[config.mk]
export PLATFORM = sky130hd
export DESIGN_NAME = bidp_back
export DESIGN_NICKNAME = d
export VERILOG_FILES = /design/src/bidp_pkg.sv /design/src/bidp_back.sv
export SDC_FILE = /design/constraint.sdc
export NUM_CORES = 1
export LEC_CHECK = 0
export BUFFER_PORTS_ARGS = -buffer_cell sky130_fd_sc_hd__buf_2
export CORE_ASPECT_RATIO = 1.4
export CORE_MARGIN = 2
export CORE_UTILIZATION = 60
export CTS_CLUSTER_DIAMETER = 50
export DETAILED_ROUTE_END_ITERATION = 8
export HOLD_SLACK_MARGIN = 0.15
export PLACE_DENSITY = 0.79
export SLEW_MARGIN = 20
export SYNTH_ARGS = -nofsm -noshare
export SYNTH_HDL_FRONTEND = slang
export SYNTH_SLANG_ARGS = --single-unit
[constraint.sdc]
create_clock -name i_clk -period 10 [get_ports i_clk]
set_input_delay 0.5 -clock i_clk [delete_from_list [all_inputs] [get_ports i_clk]]
set_output_delay 0.5 -clock i_clk [all_outputs]
set_load 0.02 [all_outputs]
[src/bidp_pkg.sv]
// Shared types and constants for the bulk int7 dot-product unit.
package bidp_pkg;

    localparam int MAX_DIMS = 4096;
    localparam int POS_W    = $clog2(MAX_DIMS);
    localparam int LEN_W    = 13;
    localparam int ELEM_W   = 7;
    localparam int TAG_W    = 31;
    localparam int SUM_W    = 26;
    localparam int PROD_W   = 2 * ELEM_W;

    // Depth of the queue between front and back, and of the result queue.
    localparam int QDEPTH   = 4;
    localparam int QPTR_W   = $clog2(QDEPTH);
    localparam int QCNT_W   = $clog2(QDEPTH + 1);

    typedef enum logic {
        MODE_QUERY = 1'b0,
        MODE_ROW   = 1'b1
    } t_mode;

    typedef struct packed {
        t_mode              mode;
        logic [ELEM_W-1:0]  element;
        logic [TAG_W-1:0]   row_index;
    } t_in_beat;

    typedef struct packed {
        logic [SUM_W-1:0]   dot_sum;
        logic [TAG_W-1:0]   row_tag;
    } t_out_beat;

    // One row element paired with its query element, as passed front to back.
    typedef struct packed {
        logic [ELEM_W-1:0]  element;
        logic [ELEM_W-1:0]  query;
        logic               last;
        logic [TAG_W-1:0]   tag;
    } t_row_beat;

endpackage

[src/bidp_back.sv]
// Back end: multiply-accumulate over row beats and the result queue.
module bidp_back (
    input  logic                i_clk,
    input  logic                i_rst_n,
    input  logic                i_clear,
    input  logic                i_valid,
    output logic                o_ready,
    input  bidp_pkg::t_row_beat i_row,
    output logic                o_empty,
    input  logic                i_pop,
    output bidp_pkg::t_out_beat o_out_beat
);

    logic [bidp_pkg::SUM_W-1:0]   r_acc, n_acc;
    logic [bidp_pkg::PROD_W-1:0]  w_prod;
    logic [bidp_pkg::SUM_W:0]     w_sum;
    logic [bidp_pkg::SUM_W-1:0]   w_sat;
    logic                         w_take;
    logic                         w_res_push, w_res_pop, w_res_full;

    bidp_pkg::t_out_beat          r_res [bidp_pkg::QDEPTH];
    logic [bidp_pkg::QPTR_W-1:0]  r_res_wr, r_res_rd;
    logic [bidp_pkg::QCNT_W-1:0]  r_res_count;

    assign w_res_full = (r_res_count == bidp_pkg::QCNT_W'(bidp_pkg::QDEPTH));
    assign o_empty    = (r_res_count == '0);
    assign w_res_pop  = i_pop && !o_empty;

    // Stall only a row's closing beat when there is no room for its result.
    assign o_ready    = !i_row.last || !w_res_full;
    assign w_take     = i_valid && o_ready;
    assign w_res_push = w_take && i_row.last;

    assign w_prod = bidp_pkg::PROD_W'(i_row.element) * bidp_pkg::PROD_W'(i_row.query);
    assign w_sum  = {1'b0, r_acc} + (bidp_pkg::SUM_W + 1)'(w_prod);
    assign w_sat  = w_sum[bidp_pkg::SUM_W] ? '1 : w_sum[bidp_pkg::SUM_W-1:0];

    always_comb begin
        n_acc = r_acc;
        if (i_clear) begin
            n_acc = '0;
        end else if (w_take) begin
            n_acc = i_row.last ? '0 : w_sat;
        end
    end

    always_ff @(posedge i_clk) begin
        if (!i_rst_n) begin
            r_acc       <= '0;
            r_res_wr    <= '0;
            r_res_rd    <= '0;
            r_res_count <= '0;
        end else begin
            r_acc <= n_acc;
            if (w_res_push) begin
                r_res_wr <= r_res_wr + 1'b1;
            end
            if (w_res_pop) begin
                r_res_rd <= r_res_rd + 1'b1;
            end
            r_res_count <= r_res_count + bidp_pkg::QCNT_W'(w_res_push)
                           - bidp_pkg::QCNT_W'(w_res_pop);
        end
    end

    always_ff @(posedge i_clk) begin
        if (w_res_push) begin
            r_res[r_res_wr].dot_sum <= w_sat;
            r_res[r_res_wr].row_tag <= i_row.tag;
        end
    end

    assign o_out_beat = r_res[r_res_rd];

    a_res_no_overflow: assert property (@(posedge i_clk) disable iff (!i_rst_n)
        r_res_count <= bidp_pkg::QCNT_W'(bidp_pkg::QDEPTH))
        else $error("result queue overflow");

    a_last_gives_result: assert property (@(posedge i_clk) disable iff (!i_rst_n)
        w_res_push |=> !o_empty)
        else $error("closing beat left no result");

endmodule

* After elaboration in Yosys (flattened, before gate mapping)
Memories as Yosys holds them, arrays and structs flattened. A register that Yosys moved wholly into a read port is not among the register bits.
Index checks and enable logic that the tools add are counted.
** Storage, ports and cells
- Memories :: 1
- Output and inout port bits :: 59
- RAM bits :: 228
- Flip-flop bits (word level) :: 33
** Memories
- r_res :: depth 4, width 57, rd ports 1, clocked after memory_dff 1, wr ports 1, line bidp_back.sv:21 : bidp_pkg::t_out_beat r_res [bidp_pkg::QDEPTH];
** Cells by class
- $add $sub $neg :: 5
- Eq/ne operators :: 1
- Reductions and logical operators :: 9
- Multipliers :: 1
- Multiplexer cells :: 6
- Bitwise logic cells :: 1
** Operators by type and width (count)
- $mux 26 :: 2
- $add 26x14->27 :: 1
- $mul 7x7->14 :: 1
- $add 2x1->2 const B :: 2
- $mux 2 :: 2
- $add 3x1->3 :: 1
- $eq 3x3->1 const B :: 1
- $logic_and 1x1->1 :: 3
- $logic_not 1->1 :: 3
- $logic_not 3->1 :: 1
- $sub 3x1->3 :: 1
- $mux 1 :: 2
- $reduce_or 2->1 :: 1
- $logic_or 1x1->1 :: 1
- $not 1->1 :: 1

* Logic depth before layout (Yosys ltp)
- Depth after elaboration :: 7
- Mapped depth :: 17
- Mapped depth without buffers :: 16

* Least setup slack after synthesis
Ideal clock, no wire load.
- Path type :: input to register
- Start :: input i_row[35] (netlist bit)
- End :: memory r_res[0][52] (netlist bit) (data pin)
- Data arrival time :: 4.461 ns
- Setup time :: 0.269 ns
- Slack :: 5.270 ns
- Stages on the path :: 16
- Path through :: and2_1 fa_1 inv_1 fa_1 inv_1 fa_1 inv_1 fa_1 inv_1 ha_1 o211ai_1 o211ai_1 nand3_1 a2111oi_2 xnor2_1 nand2_1
** On the way
- Word-level cells in the longest chain between the ends :: 3
** RTL lines
- from (decl) :: line bidp_back.sv:8 : input bidp_pkg::t_row_beat i_row,
- $mul 7x7->14 :: line bidp_back.sv:34 : assign w_prod = bidp_pkg::PROD_W'(i_row.element) * bidp_pkg::PROD_W'(i_row.query);
- $add 26x14->27 :: line bidp_back.sv:35 : assign w_sum = {1'b0, r_acc} + (bidp_pkg::SUM_W + 1)'(w_prod);
- $mux 26 :: line bidp_back.sv:36 : assign w_sat = w_sum[bidp_pkg::SUM_W] ? '1 : w_sum[bidp_pkg::SUM_W-1:0];
- via w_sat (one bit) :: line bidp_back.sv:17 : logic [bidp_pkg::SUM_W-1:0] w_sat;
- to (decl) :: line bidp_back.sv:21
The timed path passes the listed nets, and every way through them passes these cells.

* Final worst setup path
- Start :: input i_row[41] (netlist bit)
- End :: memory r_res[0][48] (netlist bit) (data pin)
The elaborated chain is that of the path after synthesis.

==> impl_metrics.env <==
export IMPL_status="finished clean"
export IMPL_routedWlPerCell_um=19.8
export IMPL_slew_headroom=0.341
export IMPL_hp_start="i_row[24]"
export IMPL_finalCritPeriodShare=0.512
export IMPL_first_pass_iters=7
export IMPL_synth_top_area_cell="edfxtp_1"
export IMPL_synthSimpleGateAreaFrac=0.0697
export IMPL_required_ns=10.17
export IMPL_place_detailed_hpwl_um=15300
export IMPL_crit_type="input port to flop"
export IMPL_clk_latency_ns=0.52
export IMPL_hold_path_class="input port to flop"
export IMPL_initial_core_util=0.607
export IMPL_grt_pass1_wl_um=38300
export IMPL_r2r_setup_slack_ns=5.27
export IMPL_worst_slew_pin_slew_ns=0.988
export IMPL_yosysTopAreaCellShare=0.553
export IMPL_crit_start="i_row[41]"
export IMPL_diodes=0
export IMPL_synthFlopType="edfxtp_1"
export IMPL_io_pins=110
export IMPL_synth_compound_area_share=0.0641
export IMPL_die_area_um2=21800
export IMPL_fmax_mhz=195
export IMPL_internal_power_mw=2.21
export IMPL_drt_initial_drc_count=602
export IMPL_synth_top_family_by_area="adder cells"
export IMPL_wirelength_um=23600
export IMPL_end_kind="flop"
export IMPL_synthArstFlopShare=0
export IMPL_fill_cells=1361
export IMPL_p_sw_frac=0.314
export IMPL_synthMuxAreaShare=0.105
export IMPL_fin_skew_ns=0.0146
export IMPL_clk_path_buf_depth=3
export IMPL_cts_inserted_buffers=24
export IMPL_p_sw_mw=1.01
export IMPL_first_global_vias=7343
export IMPL_path_clk_slew_ns=0.07
export IMPL_detail_route_antenna_nets=0
export IMPL_synth_seq_cells=263
export IMPL_ir_worst_vdd_uv=111
export IMPL_cap_violations=0
export IMPL_syn_inst=803
export IMPL_syn_cell_area_um2=12400
export IMPL_synth_cell_types=56
export IMPL_synthXorXnorAreaFrac=0.0120
export IMPL_synth_area_leaders="edfxtp_1, mux4_2, fa_1"
export IMPL_grt_start_max_net_pins=58
export IMPL_cp_arrival_ns=5.29
export IMPL_p_total_mw=3.22
export IMPL_setup_violations_final=0
export IMPL_antenna_found_initial=0
export IMPL_port_buffers=109
export IMPL_finalInstanceArea_um2=14000
export IMPL_drc=0
export IMPL_htreeDepth=1
export IMPL_synthesis_nets=936
export IMPL_dpl_cell_area_um2=13200
export IMPL_tns_ns=0
export IMPL_fin_nets=1052
export IMPL_yosys_area_share_adder=0.105
export IMPL_slew_viol_final=0
export IMPL_synth_edf_count=228
export IMPL_synth_seq_area_share=0.610
export IMPL_via_per_inst=5.92
export IMPL_p_clk_frac=0.271
export IMPL_drive_above_1_share=0.240
export IMPL_hold_viol=0
export IMPL_p_leak_nw=5.29
export IMPL_r2r_start="r_acc[4]$_SDFFE_PP0P_"
export IMPL_powerDensity_nw_per_um2=231
export IMPL_die_w_um=125
export IMPL_holdBufCountCts=0
export IMPL_cts_resized=0
export IMPL_fp_dieH_um=174
export IMPL_finalWorstSetupSlack_ns=4.88
export IMPL_coreArea_um2=20400
export IMPL_cp_max_fo=29
export IMPL_combPwrFrac=0.306
export IMPL_area_growth_pct=12.7
export IMPL_syn_area_per_cell_um2=15.4
export IMPL_rsz0062_at_grt="no"
export IMPL_grtUsageTotal=0.221
export IMPL_pre_cts_slack_ns=4.34
export IMPL_seqPwrFrac=0.423
export IMPL_clock_root_buffer="clkbuf_16"
export IMPL_fin_crit_ns=5.12
export IMPL_gp_congestion=0.863
export IMPL_cts_tree="done"
export IMPL_num_rows=62
export IMPL_ys_warnings_count=0
export IMPL_routed_via_count=7066
export IMPL_gr_total_overflow=0
export IMPL_startpoint_type="input port"
export IMPL_cts_num_sinks=263
export IMPL_postCtsSetupRepairBufs=0
## cell usage after synthesis, types with 2 or more instances
library cell	count
nor3b_1	2
a211oi_1	4
a21boi_0	2
nand3_1	5
ha_1	45
nand4_1	3
fa_1	37
nor3_1	6
o211a_1	3
and3_1	4
a31oi_1	8
nor2_1	15
o211ai_1	3
nand2b_1	8
edfxtp_1	228
o21a_1	4
buf_1	5
nor2b_1	7
a221oi_1	2
buf_2	10
inv_1	81
a21oi_1	34
a21o_1	17
clkbuf_1	10
xor2_1	5
nand2_1	61
and2_1	42
dfxtp_1	35
mux4_2	57
o21ai_0	11
a311oi_1	5
a22o_1	6
xnor2_1	12
o21ai_1	2
mux2i_1	2
a2111oi_2	2
## flip-flops by register name, indices dropped and copies added (netlist names), named ones only
| register | flops |
|---|---|
| r_res | 228 |
| r_res_rd | 2 |
| r_res_count | 3 |
| r_acc | 26 |
| r_res_wr | 2 |
## logic make-up after synthesis
kind of cell / count (synthesis)
buffers and inverters: 107
muxes: 59
AOI/OAI and AO/OA: 114
adders and majority gates: 82
xor gates and xnor gates: 17
and+or+nand+nor: 161
DFF: 263
## placed cells by master, fill, tap and decap left out, types with 4 or more instances in the layout
cell type  synthesis  routed
nor2b_1            7       7
and2_2             0       4
and3_1             4       4
buf_2             10     109
clkbuf_1          10       5
o21ai_0           11      11
xor2_1             5       5
mux4_2            57      57
nand3_1            5       5
xnor2_1           12      12
buf_4              0       7
fa_1              37      37
edfxtp_1         228     228
a21o_1            17      17
ha_1              45      45
nand2_1           61      61
a22o_1             6       6
a21oi_1           34      34
o21a_1             4       4
clkbuf_16          0      25
a31oi_1            8       8
nor2_1            15      15
nand2b_1           8       8
a211oi_1           4       4
a311oi_1           5       5
nor3_1             6       6
dfxtp_1           35      33
and2_1            42      38
inv_1             81      81
## area by class of cell
| class | count | area [um2] | share of cell area |
|---|---|---|---|
| clock buffers | 33 | 686 | 0.0491 |
| clock inverters | 11 | 72.6 | 0.00520 |
| inverters | 81 | 304 | 0.0218 |
| multi-input cells | 433 | 4420 | 0.317 |
| flip-flops and latches | 263 | 7550 | 0.541 |
| well taps | 256 | 320 | 0.0230 |
| repair buffers | 116 | 598 | 0.0429 |
## worst paths after layout
path / endpoint / depth (start not counted)
min: r_res[2][24]$_DFFE_PP_ / 1
max reg2reg: r_res[0][48]$_DFFE_PP_ / 13
max: r_res[0][48]$_DFFE_PP_ / 14
min reg2reg: r_acc[7]$_SDFFE_PP0P_ / 2
## power groups by stage
stage | Combinational (mW) | Clock, mW | Sequential [mW]
after global routing | 1.08 | 0.925 | 1.37
after floorplan | 0.745 | 0 | 1.36
after CTS | 0.995 | 0.885 | 1.36
final | 0.984 | 0.872 | 1.36
after detailed placement | 0.988 | 0 | 1.39
after global placement | 0.966 | 0 | 1.38
## routing by layer
layer  share of wire  vias up  GRT usage
li1                -     3228          -
met2            0.53      236      0.405
met4           0.020        0     0.0597
met1            0.40     3555      0.278
met5               0        -          0
met3           0.048       47     0.0277
## worst max-delay path, stage by stage
cell	delay (ns)
buf_2	0.14
and2_1	0.18
fa_1	0.50
fa_1	0.52
fa_1	0.55
inv_1	0.06
fa_1	0.52
inv_1	0.04
ha_1	0.37
o21a_1	0.21
o211ai_1	0.20
a31o_2	0.26
a211o_1	0.82
o21ai_0	0.41
## stage by stage
stage	cells	hold slack, ns	utilization
floorplan	803	0.432	-
global placement	1149	0.446	0.647
detailed placement	1149	0.451	0.647
CTS	1193	0.174	0.684
global route	1193	0.186	0.684
finish	1193	0.189	0.684
Power figures use the tool's default switching activity.
