## config.mk

```make
export PLATFORM = sky130hd
export DESIGN_NAME = bidp_mid_queue
export DESIGN_NICKNAME = d
export VERILOG_FILES = /design/src/bidp_pkg.sv /design/src/bidp_mid_queue.sv
export SDC_FILE = /design/constraint.sdc
export NUM_CORES = 1
export LEC_CHECK = 0
export BUFFER_PORTS_ARGS = -buffer_cell sky130_fd_sc_hd__buf_2
export CORE_ASPECT_RATIO = 2
export CORE_MARGIN = 3
export CORE_UTILIZATION = 43
export DETAILED_ROUTE_END_ITERATION = 10
export PLACE_DENSITY = 0.72
export SYNTH_ARGS = -nofsm -noshare
export SYNTH_HDL_FRONTEND = slang
export SYNTH_SLANG_ARGS = --single-unit
```

## constraint.sdc

```tcl
create_clock -name i_clk -period 7.1 [get_ports i_clk]
set_input_delay 1.42 -clock i_clk [delete_from_list [all_inputs] [get_ports i_clk]]
set_output_delay 1.42 -clock i_clk [all_outputs]
set_load 0.02 [all_outputs]
```

## src/bidp_pkg.sv

```systemverilog
// Shared types and constants for the bulk int7 dot-product unit.
package bidp_pkg;

    localparam int MAX_DIMS = 4096;
    localparam int POS_W    = $clog2(MAX_DIMS);
    localparam int LEN_W    = 13;
    localparam int ELEM_W   = 7;
    localparam int TAG_W    = 31;
    localparam int SUM_W    = 26;
    localparam int PROD_W   = 2 * ELEM_W;

    // Depth of the queue between front and back, and of the result queue.
    localparam int QDEPTH   = 4;
    localparam int QPTR_W   = $clog2(QDEPTH);
    localparam int QCNT_W   = $clog2(QDEPTH + 1);

    typedef enum logic {
        MODE_QUERY = 1'b0,
        MODE_ROW   = 1'b1
    } t_mode;

    typedef struct packed {
        t_mode              mode;
        logic [ELEM_W-1:0]  element;
        logic [TAG_W-1:0]   row_index;
    } t_in_beat;

    typedef struct packed {
        logic [SUM_W-1:0]   dot_sum;
        logic [TAG_W-1:0]   row_tag;
    } t_out_beat;

    // One row element paired with its query element, as passed front to back.
    typedef struct packed {
        logic [ELEM_W-1:0]  element;
        logic [ELEM_W-1:0]  query;
        logic               last;
        logic [TAG_W-1:0]   tag;
    } t_row_beat;

endpackage

```

## src/bidp_mid_queue.sv

```systemverilog
// Short queue of operand beats between front end and MAC back end.
module bidp_mid_queue (
    input  logic                i_clk,
    input  logic                i_rst_n,
    input  logic                i_wr_valid,
    output logic                o_wr_ready,
    input  bidp_pkg::t_row_beat i_wr_data,
    output logic                o_rd_valid,
    input  logic                i_rd_ready,
    output bidp_pkg::t_row_beat o_rd_data
);

    bidp_pkg::t_row_beat          r_store [bidp_pkg::QDEPTH];
    logic [bidp_pkg::QPTR_W-1:0]  r_wr_ptr, r_rd_ptr;
    logic [bidp_pkg::QCNT_W-1:0]  r_count;
    logic                         w_push, w_pop;

    assign o_wr_ready = (r_count != bidp_pkg::QCNT_W'(bidp_pkg::QDEPTH));
    assign o_rd_valid = (r_count != '0);
    assign w_push     = i_wr_valid && o_wr_ready;
    assign w_pop      = o_rd_valid && i_rd_ready;
    assign o_rd_data  = r_store[r_rd_ptr];

    always_ff @(posedge i_clk) begin
        if (!i_rst_n) begin
            r_wr_ptr <= '0;
            r_rd_ptr <= '0;
            r_count  <= '0;
        end else begin
            if (w_push) begin
                r_wr_ptr <= r_wr_ptr + 1'b1;
            end
            if (w_pop) begin
                r_rd_ptr <= r_rd_ptr + 1'b1;
            end
            r_count <= r_count + bidp_pkg::QCNT_W'(w_push) - bidp_pkg::QCNT_W'(w_pop);
        end
    end

    always_ff @(posedge i_clk) begin
        if (w_push) begin
            r_store[r_wr_ptr] <= i_wr_data;
        end
    end

endmodule

```

* Word-level counts from Yosys, hierarchy flattened
Memories as Yosys holds them, arrays and structs flattened. A register that Yosys moved wholly into a read port is not among the register bits. Index checks and enable logic that the tools add are counted.
Storage, ports and cells: register bits after elaboration 7, memory bits (writable) 184, input bits 50, output and inout port bits 48, word-level logic and storage cells 16, memories kept 1
Memories:
- r_store | words 4, bits a word 46, read ports 1, clocked after Yosys merged registers in 1, wr ports 1, line bidp_mid_queue.sv:13 | bidp_pkg::t_row_beat r_store [bidp_pkg::QDEPTH];
Operators by class: add/sub/neg operators 4, equality and inequality tests 1, mux-type cells 4, reduce and logical (&&, ||, !) cells 3
Operators with widths (count):
- adder 2 x 1 -> 2 bit (second input constant) | 2
- 2-to-1 mux 2 bit | 2
- adder 3 x 1 -> 3 bit | 1
- inequality test 3 bit (second input constant) | 1
- nonzero test 3 bit | 1
- subtractor 3 x 1 -> 3 bit | 1
- logical AND 1 bit | 2
- 2-to-1 mux 1 bit | 2

* Depth between registers and ports, before layout
Gate-level depths: netlist of run 1.
word-level depth 4, gate-level depth with buffers 11, gate-level depth less buffers 11

* Worst setup path before layout of run 1
No wires, ideal clock.
path type input -> register, start input i_wr_valid, end memory r_store[0][0] (netlist bit), enable pin, setup time 0.408 ns, data arrival time 2.836 ns, required time 6.692 ns, slack 3.855 ns, stages 2, path buffers 0, cells stage by stage a21boi_2 > and2_1
Between the ends: word-level cells in the longest chain between the ends 3
RTL lines:
- start, declared | line bidp_mid_queue.sv:5 | input logic i_wr_valid,
- logical AND 1 bit | line bidp_mid_queue.sv:20 | assign w_push = i_wr_valid && o_wr_ready;
- 2-to-1 mux 1 bit | line bidp_mid_queue.sv:41 | if (w_push) begin
- 2-to-1 mux 1 bit (not written as such) | line bidp_mid_queue.sv:42 | r_store[r_wr_ptr] <= i_wr_data;
- end, declared | line bidp_mid_queue.sv:13
Every way passes these cells.

==> results of run 1 <==
==> worst max-delay path: stages, from the launching register on <==
cell and delay, ns:
dfxtp_4 0.98, mux4_1 0.66, buf_2 0.18
==> report_power, final <==
group	total, mW	switching, mW	internal (mW)
combinational	0.665	0.360	0.305
sequential	1.49	0.106	1.38
clock	0.915	0.421	0.493
total	3.07	0.888	2.18
==> worst max-delay path by stage <==
stage | cells after the start | end | slack (ns) | start
after detailed placement | 11 | r_count[2] | 3.78 | i_wr_valid
after global placement | 2 | o_rd_data[1] | 3.81 | register
after global routing | 2 | o_rd_data[45] | 3.25 | register
after CTS | 2 | o_rd_data[1] | 3.35 | register
final | 2 | o_rd_data[1] | 3.42 | register
after floorplan | 2 | r_store[0][0] | 3.86 | i_wr_valid
==> cell usage in the layout, fill, tap and decap left out, drive strengths merged, types with 5 or more instances in the layout <==
cell type and n:
and2 7, nand2 5, clkbuf 17, inv 12, buf 102, edfxtp 184, mux4 46, ha 6
dfxtp 9
==> metal layers <==
metal,wire (um),track usage (%)
met4,327,7.040
met2,6819,24.89
met1,4648,15.84
met3,578,4.483
met5,13,0
==> state kept, by name (all words and copies together), names as in the netlist, named ones only <==
| signal | count |
|---|---|
| r_rd_ptr | 2 |
| r_store | 184 |
| r_wr_ptr | 2 |
| r_count | 3 |
==> cell families (layout without fill, tap and decap cells) <==
logic type                 Yosys count  after routing  share of synthesized area [%]
AOI/OAI and AO/OA                    3              3                         0.4012
xor gates and xnor gates             4              4                         0.4884
adders and majority gates            7              7                          1.326
buffers and inverters               16            139                          1.936
DFF                                193            193                          79.54
muxes                               48             48                          15.04
and+or+nand+nor                     17             17                          1.273
==> layout make-up <==
class | instances | area, um^2
Clock inverter | 15 | 147.6
Tap cell | 204 | 255.2
Fill cell | 1330 | 7936
Timing Repair Buffer | 102 | 523.0
Clock buffer | 17 | 425.4
Multi-Input combinational cell | 79 | 1334
Sequential cell | 193 | 5710
Inverter | 5 | 18.77
==> metrics by stage <==
stage / utilization, % / cells / power, mW / hold slack, ns / setup slack [ns]
final: 51.46 / 615 / 3.069 / 0.5251 / 3.423
after global routing: 51.46 / 615 / 3.217 / 0.5600 / 3.249
after CTS: 51.46 / 615 / 3.116 / 0.5306 / 3.351
after detailed placement: 47.96 / 583 / 2.201 / 0.5204 / 3.780
after global placement: 47.96 / 583 / 2.179 / 0.4790 / 3.808
after floorplan: - / 288 / 2.004 / 0.4677 / 3.855
==> results.json, run 1 <==
{
  "fin_area_mm2": 0.008414,
  "die_h_um": 188.7,
  "root_buffer": "clkbuf_16",
  "path_class": "reg2out",
  "syn_nets": 345,
  "ir_worst_vdd_mv": 0.2566,
  "report.final.slew_viol_count": 0,
  "grt_max_degree": 47,
  "yosys.area.top_type_share_pct": 77.03,
  "via_per_inst": 5.207,
  "cts_tree": "built",
  "cts_inserted_buffers": 17,
  "hold_end": "r_wr_ptr[1]",
  "cts.sinks": 193,
  "post_cts_buffers": 0,
  "route.detailed.drc": 0,
  "period_share_pct": 51.79,
  "fp.dieW_um": 97.33,
  "yosysMostFrequentCell": "edfxtp_1",
  "netlist_top_cells_area": "edfxtp_1 (77%), mux4_2 (13%), dfxtp_1 (2.5%), mux4_1 (2.2%), buf_12 (1.1%)",
  "power_leakage_nw": 2.842,
  "dieArea_mm2": 0.01836,
  "cts_hold_buf": 0,
  "htreeDepth": 4,
  "grt-ovfl-total": 0,
  "yosysUniqueCellTypes": 22,
  "dp.final_hpwl_mm": 7.358,
  "grt.total_usage_pct": 14.33,
  "drt.antenna.violating_nets": 0,
  "antenna_found_initial": 1,
  "first_global_vias": 3552,
  "nets": 455,
  "drt_iter0_drc": 189,
  "drive_gt1_share_pct": 43.80,
  "r2r_start": "r_count[1]",
  "antenna_cells": 0,
  "fmax_mhz": 272.0,
  "crit_path_max_fanout": 46,
  "synthFlopType": "edfxtp_1",
  "synth_common_cells": "edfxtp_1 (184), mux4_2 (40), dfxtp_1 (9), and2_1 (7)",
  "tightest_slew_ns": 0.9465,
  "cp.required_ns": 5.68,
  "fin_skew_ns": 0.01205,
  "period_needed_ns": 3.677,
  "drv_cap": 0,
  "hold_viol": 0,
  "vias": 3202,
  "start_kind": "register",
  "ys_seq_elements": 193,
  "synthToLayoutAreaGrowth_pct": 17.30,
  "arrival_ns": 2.26,
  "pwr_density_cell_mw_per_mm2": 364.7,
  "clock_latency_ns": 0.43,
  "critPathCaptureType": "output port",
  "clk_path_buf_depth": 2,
  "row_count": 66,
  "clk_pin_slew_worst_paths_ns": 0.07,
  "initial_utilization_pct": 43.87,
  "yosysWarnings": 0,
  "io_buffer_count": 97,
  "yosys.area.top_type": "edfxtp_1",
  "synthCells": 288,
  "seq_area_frac_synth_pct": 79.54,
  "firstDrtPassIters": 4,
  "gp_congestion": 0.6888,
  "worstHoldPathType": "reg2reg",
  "setup_tns_ns": 0,
  "place_area_mm2": 0.007841,
  "synth_area_per_cell_um2": 24.91,
  "io_pins": 98,
  "core_area_mm2": 0.01635,
  "ys_async_sr_fraction_pct": 0,
  "hp-start": "r_wr_ptr[1]",
  "reg2reg_slack_ns": 4.74,
  "r2r-end": "r_count[2]",
  "setup_viol": 0,
  "rsz0062_at_grt": "false",
  "ctsResizeCount": 0,
  "wl_mm": 12.39,
  "slew_headroom_pct": 36.90,
  "syn_area_mm2": 0.007173,
  "whs_path_depth": 2,
  "wl_per_cell_um": 20.14,
  "synth_edf_count": 184,
  "outcome": "complete, no violations",
  "rr_worst_depth": 11,
  "grt_pass1_wl_mm": 19.56
}
Note: power is estimated with default switching activity, not from simulation.
==> run 2: changes to the inputs <==
--- a/config.mk
+++ b/config.mk
@@ -10,7 +10,7 @@
 export CORE_MARGIN = 3
 export CORE_UTILIZATION = 43
 export DETAILED_ROUTE_END_ITERATION = 10
-export PLACE_DENSITY = 0.72
+export PLACE_DENSITY = 0.74
 export SYNTH_ARGS = -nofsm -noshare
 export SYNTH_HDL_FRONTEND = slang
 export SYNTH_SLANG_ARGS = --single-unit
==> constraint.sdc (replaced) <==
create_clock -name i_clk -period 3.15 [get_ports i_clk]
set_input_delay 0.63 -clock i_clk [delete_from_list [all_inputs] [get_ports i_clk]]
set_output_delay 0.63 -clock i_clk [all_outputs]
set_load 0.02 [all_outputs]
==> run 2 against run 1 <==
Effect of this change:
- setup slack got worse by 3.0 ns
- total power increased by 130%
- design area is 1.3% higher
- clock power is 130% higher
- largest cell class unchanged
- largest power group unchanged
==> results.json, run 2 (synthesis gave the netlist of run 1 again) <==
{
  "drive_gt1_share_pct": 44.07,
  "synthToLayoutAreaGrowth_pct": 18.80,
  "fin_cells": 618,
  "io_pins": 98,
  "clk_pin_slew_worst_paths_ns": 0.07,
  "tightest_slew_ns": 0.5275,
  "top_register": "r_store",
  "vias": 3224,
  "clk_path_buf_depth": 2,
  "antenna_found_initial": 4,
  "worstHoldPathType": "in2reg",
  "firstDrtPassIters": 4,
  "dp.final_hpwl_mm": 7.995,
  "whs_path_depth": 1,
  "grt_max_degree": 47,
  "final_cell_mix": "edfxtp_1 (184), buf_2 (97), mux4_2 (40)",
  "placed_cells": 585,
  "fp.dieW_um": 97.33,
  "crit_path_max_incr_delay_ns": 0.60,
  "root_buffer": "clkbuf_16",
  "cp.required_ns": 2.52,
  "setup_tns_ns": 0,
  "pwr_density_cell_mw_per_mm2": 826.3,
  "grt.total_usage_pct": 14.54,
  "gp_congestion": 0.6894,
  "clock_latency_ns": 0.42,
  "cts_tree": "built",
  "critPathCaptureType": "output port",
  "core_area_mm2": 0.01635,
  "grt_pass1_wl_mm": 20.04,
  "die_h_um": 188.7,
  "rr_worst_depth": 11,
  "largest_reg_flops": 184,
  "post_cts_buffers": 0,
  "ir_worst_vdd_mv": 0.4790,
  "holdWs_ns": 0.4302,
  "hp-start": "i_wr_data[8]",
  "io_buffer_count": 97,
  "route.detailed.drc": 0,
  "outcome": "complete, no violations",
  "hold_viol": 0,
  "htreeDepth": 4,
  "setup_viol": 0,
  "grt-ovfl-total": 0,
  "top_regs": "r_store (184), r_count (3)",
  "wl_per_cell_um": 20.51,
  "slew_headroom_pct": 64.84,
  "wl_mm": 12.68,
  "row_count": 66,
  "nFillCells": 1310,
  "reg2reg_slack_ns": 0.70,
  "first_global_vias": 3542,
  "ctsResizeCount": 0,
  "drt.antenna.violating_nets": 0,
  "report.final.slew_viol_count": 0,
  "drt_iter0_drc": 239,
  "period_needed_ns": 2.762,
  "power_leakage_nw": 2.878,
  "r2r_start": "r_count[1]",
  "fmax_mhz": 362.1,
  "cts_inserted_buffers": 17,
  "start_kind": "register",
  "crit_path_max_fanout": 21,
  "dieArea_mm2": 0.01836,
  "cts.sinks": 193,
  "final_common_cell": "edfxtp_1",
  "via_per_inst": 5.217,
  "nets": 457,
  "rsz0062_at_grt": "false",
  "cts_hold_buf": 0,
  "path_class": "reg2out",
  "drv_cap": 0,
  "fin_skew_ns": 0.01003,
  "cp_cell_sequence": "buf_4, mux4_2, buf_2",
  "hold_end": "r_store[0][8]",
  "period_share_pct": 87.67,
  "r2r-end": "r_count[2]",
  "initial_utilization_pct": 43.87,
  "crit_slowest_cell": "dfxtp_4",
  "arrival_ns": 2.13
}
[run 2: power by group]
| group | internal, mW | leakage (nW) | total (mW) | switching [mW] |
|---|---|---|---|---|
| Sequential | 3.11 | 1.76 | 3.27 | 0.156 |
| Clock | 1.20 | 0.285 | 2.14 | 0.942 |
| Combinational | 0.725 | 0.833 | 1.63 | 0.906 |
[run 2: how the worst max path moves through the flow]
stage	endpoint
after floorplan	r_store[0][0]
after CTS	o_rd_data[30]
after detailed placement	r_count[2]
after global routing	o_rd_data[16]
after global placement	r_count[2]
final	o_rd_data[30]
[run 2: layout make-up]
cell class / instances / area, um^2 / share of cell area (%)
inverter: 5 / 18.77 / 0.2202
timing repair buffer: 104 / 600.6 / 7.047
clock buffer: 18 / 429.2 / 5.036
sequential: 193 / 5710 / 67.01
multi-input combinational: 79 / 1334 / 15.65
clock inverter: 14 / 171.4 / 2.011
antenna: 1 / 2.502 / 0.02936
tap: 204 / 255.2 / 2.995
[run 2: metal layers]
layer	share of wire (%)	GRT usage [%]	vias to the layer above
met5	0.22	0	-
met4	1.9	5.653	6
met3	4.5	3.853	14
met2	57	26.36	76
met1	36	16.19	1690
li1	-	-	1438
[run 2: per-stage QoR]
step / power [mW] / instance area, um^2 / worst slack (ns) / utilization [%]
4_1_cts: 7.158 / 8519 / 0.2927 / 52.10
6_report: 7.041 / 8522 / 0.3885 / 52.12
3_5_place_dp: 5.008 / 7919 / 0.5657 / 48.43
3_3_place_gp: 4.951 / 7919 / 0.6663 / 48.43
5_1_grt: 7.374 / 8522 / 0.2192 / 52.12
2_1_floorplan: 4.516 / 7173 / 0.6955 / -
[run 2: critical path, delay by kind of cell (launching register included)]
| family | cells | cell delay, ns |
|---|---|---|
| DFF | 1 | 0.60 |
| muxes | 1 | 0.56 |
| buffers and inverters | 2 | 0.55 |
==> run 3: changes to the inputs <==
--- a/config.mk
+++ b/config.mk
@@ -10,6 +10,7 @@
 export CORE_MARGIN = 3
 export CORE_UTILIZATION = 43
 export DETAILED_ROUTE_END_ITERATION = 10
+export GPL_TIMING_DRIVEN = 0
 export PLACE_DENSITY = 0.74
 export SYNTH_ARGS = -nofsm -noshare
 export SYNTH_HDL_FRONTEND = slang
==> run 3 against run 2 <==
Effect of this change:
- worst hold slack worse by 0.0072 ns
- design area increased by 0.76%
- combinational power increased by 9.8%
- clock skew is 0.0040 ns lower
- flip-flop and latch count unchanged
- final cell count grew 0.97%
- critical path depth is 1 higher
- routed wire length shrank 2.5%
- clock power is essentially flat
==> results.json, run 3 (synthesis gave the netlist of run 1 again) <==
{
  "nets": 464,
  "busiest_layer": "met2",
  "final_common_cell": "edfxtp_1",
  "setup_slack_ns": 0.6870,
  "power_mw": 7.102,
  "crit_path_max_incr_delay_ns": 0.37,
  "dieArea_mm2": 0.01836,
  "antenna_found_initial": 2,
  "via_per_inst": 5.115,
  "first_global_vias": 3518,
  "core_area_mm2": 0.01635,
  "firstDrtPassIters": 4,
  "hp-start": "i_wr_data[25]",
  "ir_worst_vdd_mv": 0.4817,
  "cpLargestDelayFamily": "buffers and inverters",
  "drv_cap": 0,
  "start_kind": "register",
  "arrival_ns": 1.83,
  "outcome": "complete, no violations",
  "drt.antenna.violating_nets": 0,
  "fin_skew_ns": 0.005992,
  "cts_inserted_buffers": 17,
  "clk_pin_slew_worst_paths_ns": 0.07,
  "largest_reg_flops": 184,
  "route.detailed.drc": 0,
  "htreeDepth": 4,
  "rsz0062_at_grt": "false",
  "root_buffer": "clkbuf_16",
  "cts_tree": "built",
  "tightest_slew_ns": 0.6809,
  "period_needed_ns": 2.463,
  "die_h_um": 188.7,
  "clk_path_buf_depth": 2,
  "grt.total_usage_pct": 14.37,
  "power_leakage_nw": 2.935,
  "wl_per_cell_um": 19.80,
  "pre_cts_ws_ns": 0.5710,
  "rr_worst_depth": 11,
  "path_class": "reg2out",
  "io_pins": 98,
  "top_register": "r_store",
  "fin_cells": 624,
  "post_cts_buffers": 0,
  "hold_end": "r_store[0][25]",
  "r2r-end": "r_count[2]",
  "use_met2_pct": 25.75,
  "grt-ovfl-total": 0,
  "report.final.slew_viol_count": 0,
  "synthToLayoutAreaGrowth_pct": 19.71,
  "met1_usage_pct": 15.78,
  "use_met3_pct": 3.779,
  "cp_cell_sequence": "clkbuf_2, buf_2, mux4_2, buf_2",
  "row_count": 66,
  "vias": 3192,
  "fmax_mhz": 406.0,
  "r2r_start": "r_count[1]",
  "hold_viol": 0,
  "slew_headroom_pct": 54.61,
  "setup_viol": 0,
  "gp_congestion": 0.6916,
  "crit_path_max_fanout": 10,
  "nFillCells": 1301,
  "placed_cells": 592,
  "fp.dieW_um": 97.33,
  "final_cell_mix": "edfxtp_1 (184), buf_2 (100), mux4_2 (40)",
  "io_buffer_count": 96,
  "crit_slowest_cell": "mux4_2",
  "drive_gt1_share_pct": 44.29,
  "cts_hold_buf": 0,
  "holdWs_ns": 0.4229,
  "period_share_pct": 78.19,
  "drt_iter0_drc": 113,
  "pwr_density_cell_mw_per_mm2": 827.0,
  "wl_mm": 12.36,
  "worstHoldPathType": "in2reg",
  "grt_max_degree": 35,
  "initial_utilization_pct": 43.87,
  "cts.sinks": 193,
  "reg2reg_slack_ns": 0.70,
  "grt_pass1_wl_mm": 19.77,
  "dp.final_hpwl_mm": 8.377,
  "crit_top_cell": "buf_2",
  "crit_buf_inv": 3,
  "ctsResizeCount": 0,
  "top_regs": "r_store (184), r_count (3)",
  "clock_latency_ns": 0.42,
  "whs_path_depth": 1,
  "cp.required_ns": 2.52,
  "antenna_cells": 0,
  "critPathCaptureType": "output port"
}
-- run 3: cell types whose count changed in the layout (fill, tap and decap cells not counted), moves of 2 or more --
cell / change
inv_8: -4
buf_4: -2
clkinvlp_4: -3
buf_12: +3
clkinv_2: +6
dfxtp_1: +2
buf_2: +3
-- run 3: power breakdown --
part	switching [mW]	leakage [nW]	internal (mW)	total [mW]
Combinational	0.990	0.878	0.800	1.79
Sequential	0.0847	1.76	3.11	3.20
Clock	0.872	0.298	1.24	2.12
-- run 3: worst max-delay path by stage --
stage / start / end / slack, ns / cells past startpoint
after floorplan: i_wr_valid / r_store[0][0] / 0.70 / 2
after global placement: i_wr_valid / r_store[3][36] / -0.23 / 3
after detailed placement: i_wr_valid / r_count[2] / 0.57 / 11
after CTS: register / o_rd_data[33] / 0.62 / 4
after global routing: r_count[1] / r_count[2] / 0.49 / 11
final: register / o_rd_data[9] / 0.69 / 4
-- run 3: area by class of cell --
cell class / instances / area [um^2] / share of cell area [%]
flip-flops and latches: 193 / 5705 / 66.44
multi-input cells: 79 / 1334 / 15.53
repair buffers: 100 / 560.5 / 6.528
clock buffers: 17 / 425.4 / 4.954
well taps: 204 / 255.2 / 2.972
clock inverters: 15 / 167.7 / 1.953
plain buffers: 11 / 120.1 / 1.399
inverters: 5 / 18.77 / 0.2186
-- run 3: metal layers --
metal  wire length (um)  share of wire [%]  up-vias
li1                   -                  -     1450
met1               4589                 37     1646
met2               6954                 56       69
met3                509                4.1       23
met4                284                2.3        4
met5                 21               0.17        -
-- run 3: per-stage QoR --
step | TNS, ns | area [um^2] | util, %
3_3_place_gp | -39.50 | 7909 | 48.37
6_report | 0 | 8587 | 52.52
3_5_place_dp | 0 | 7994 | 48.89
4_1_cts | 0 | 8587 | 52.52
5_1_grt | 0 | 8587 | 52.52
2_1_floorplan | 0 | 7173 | -
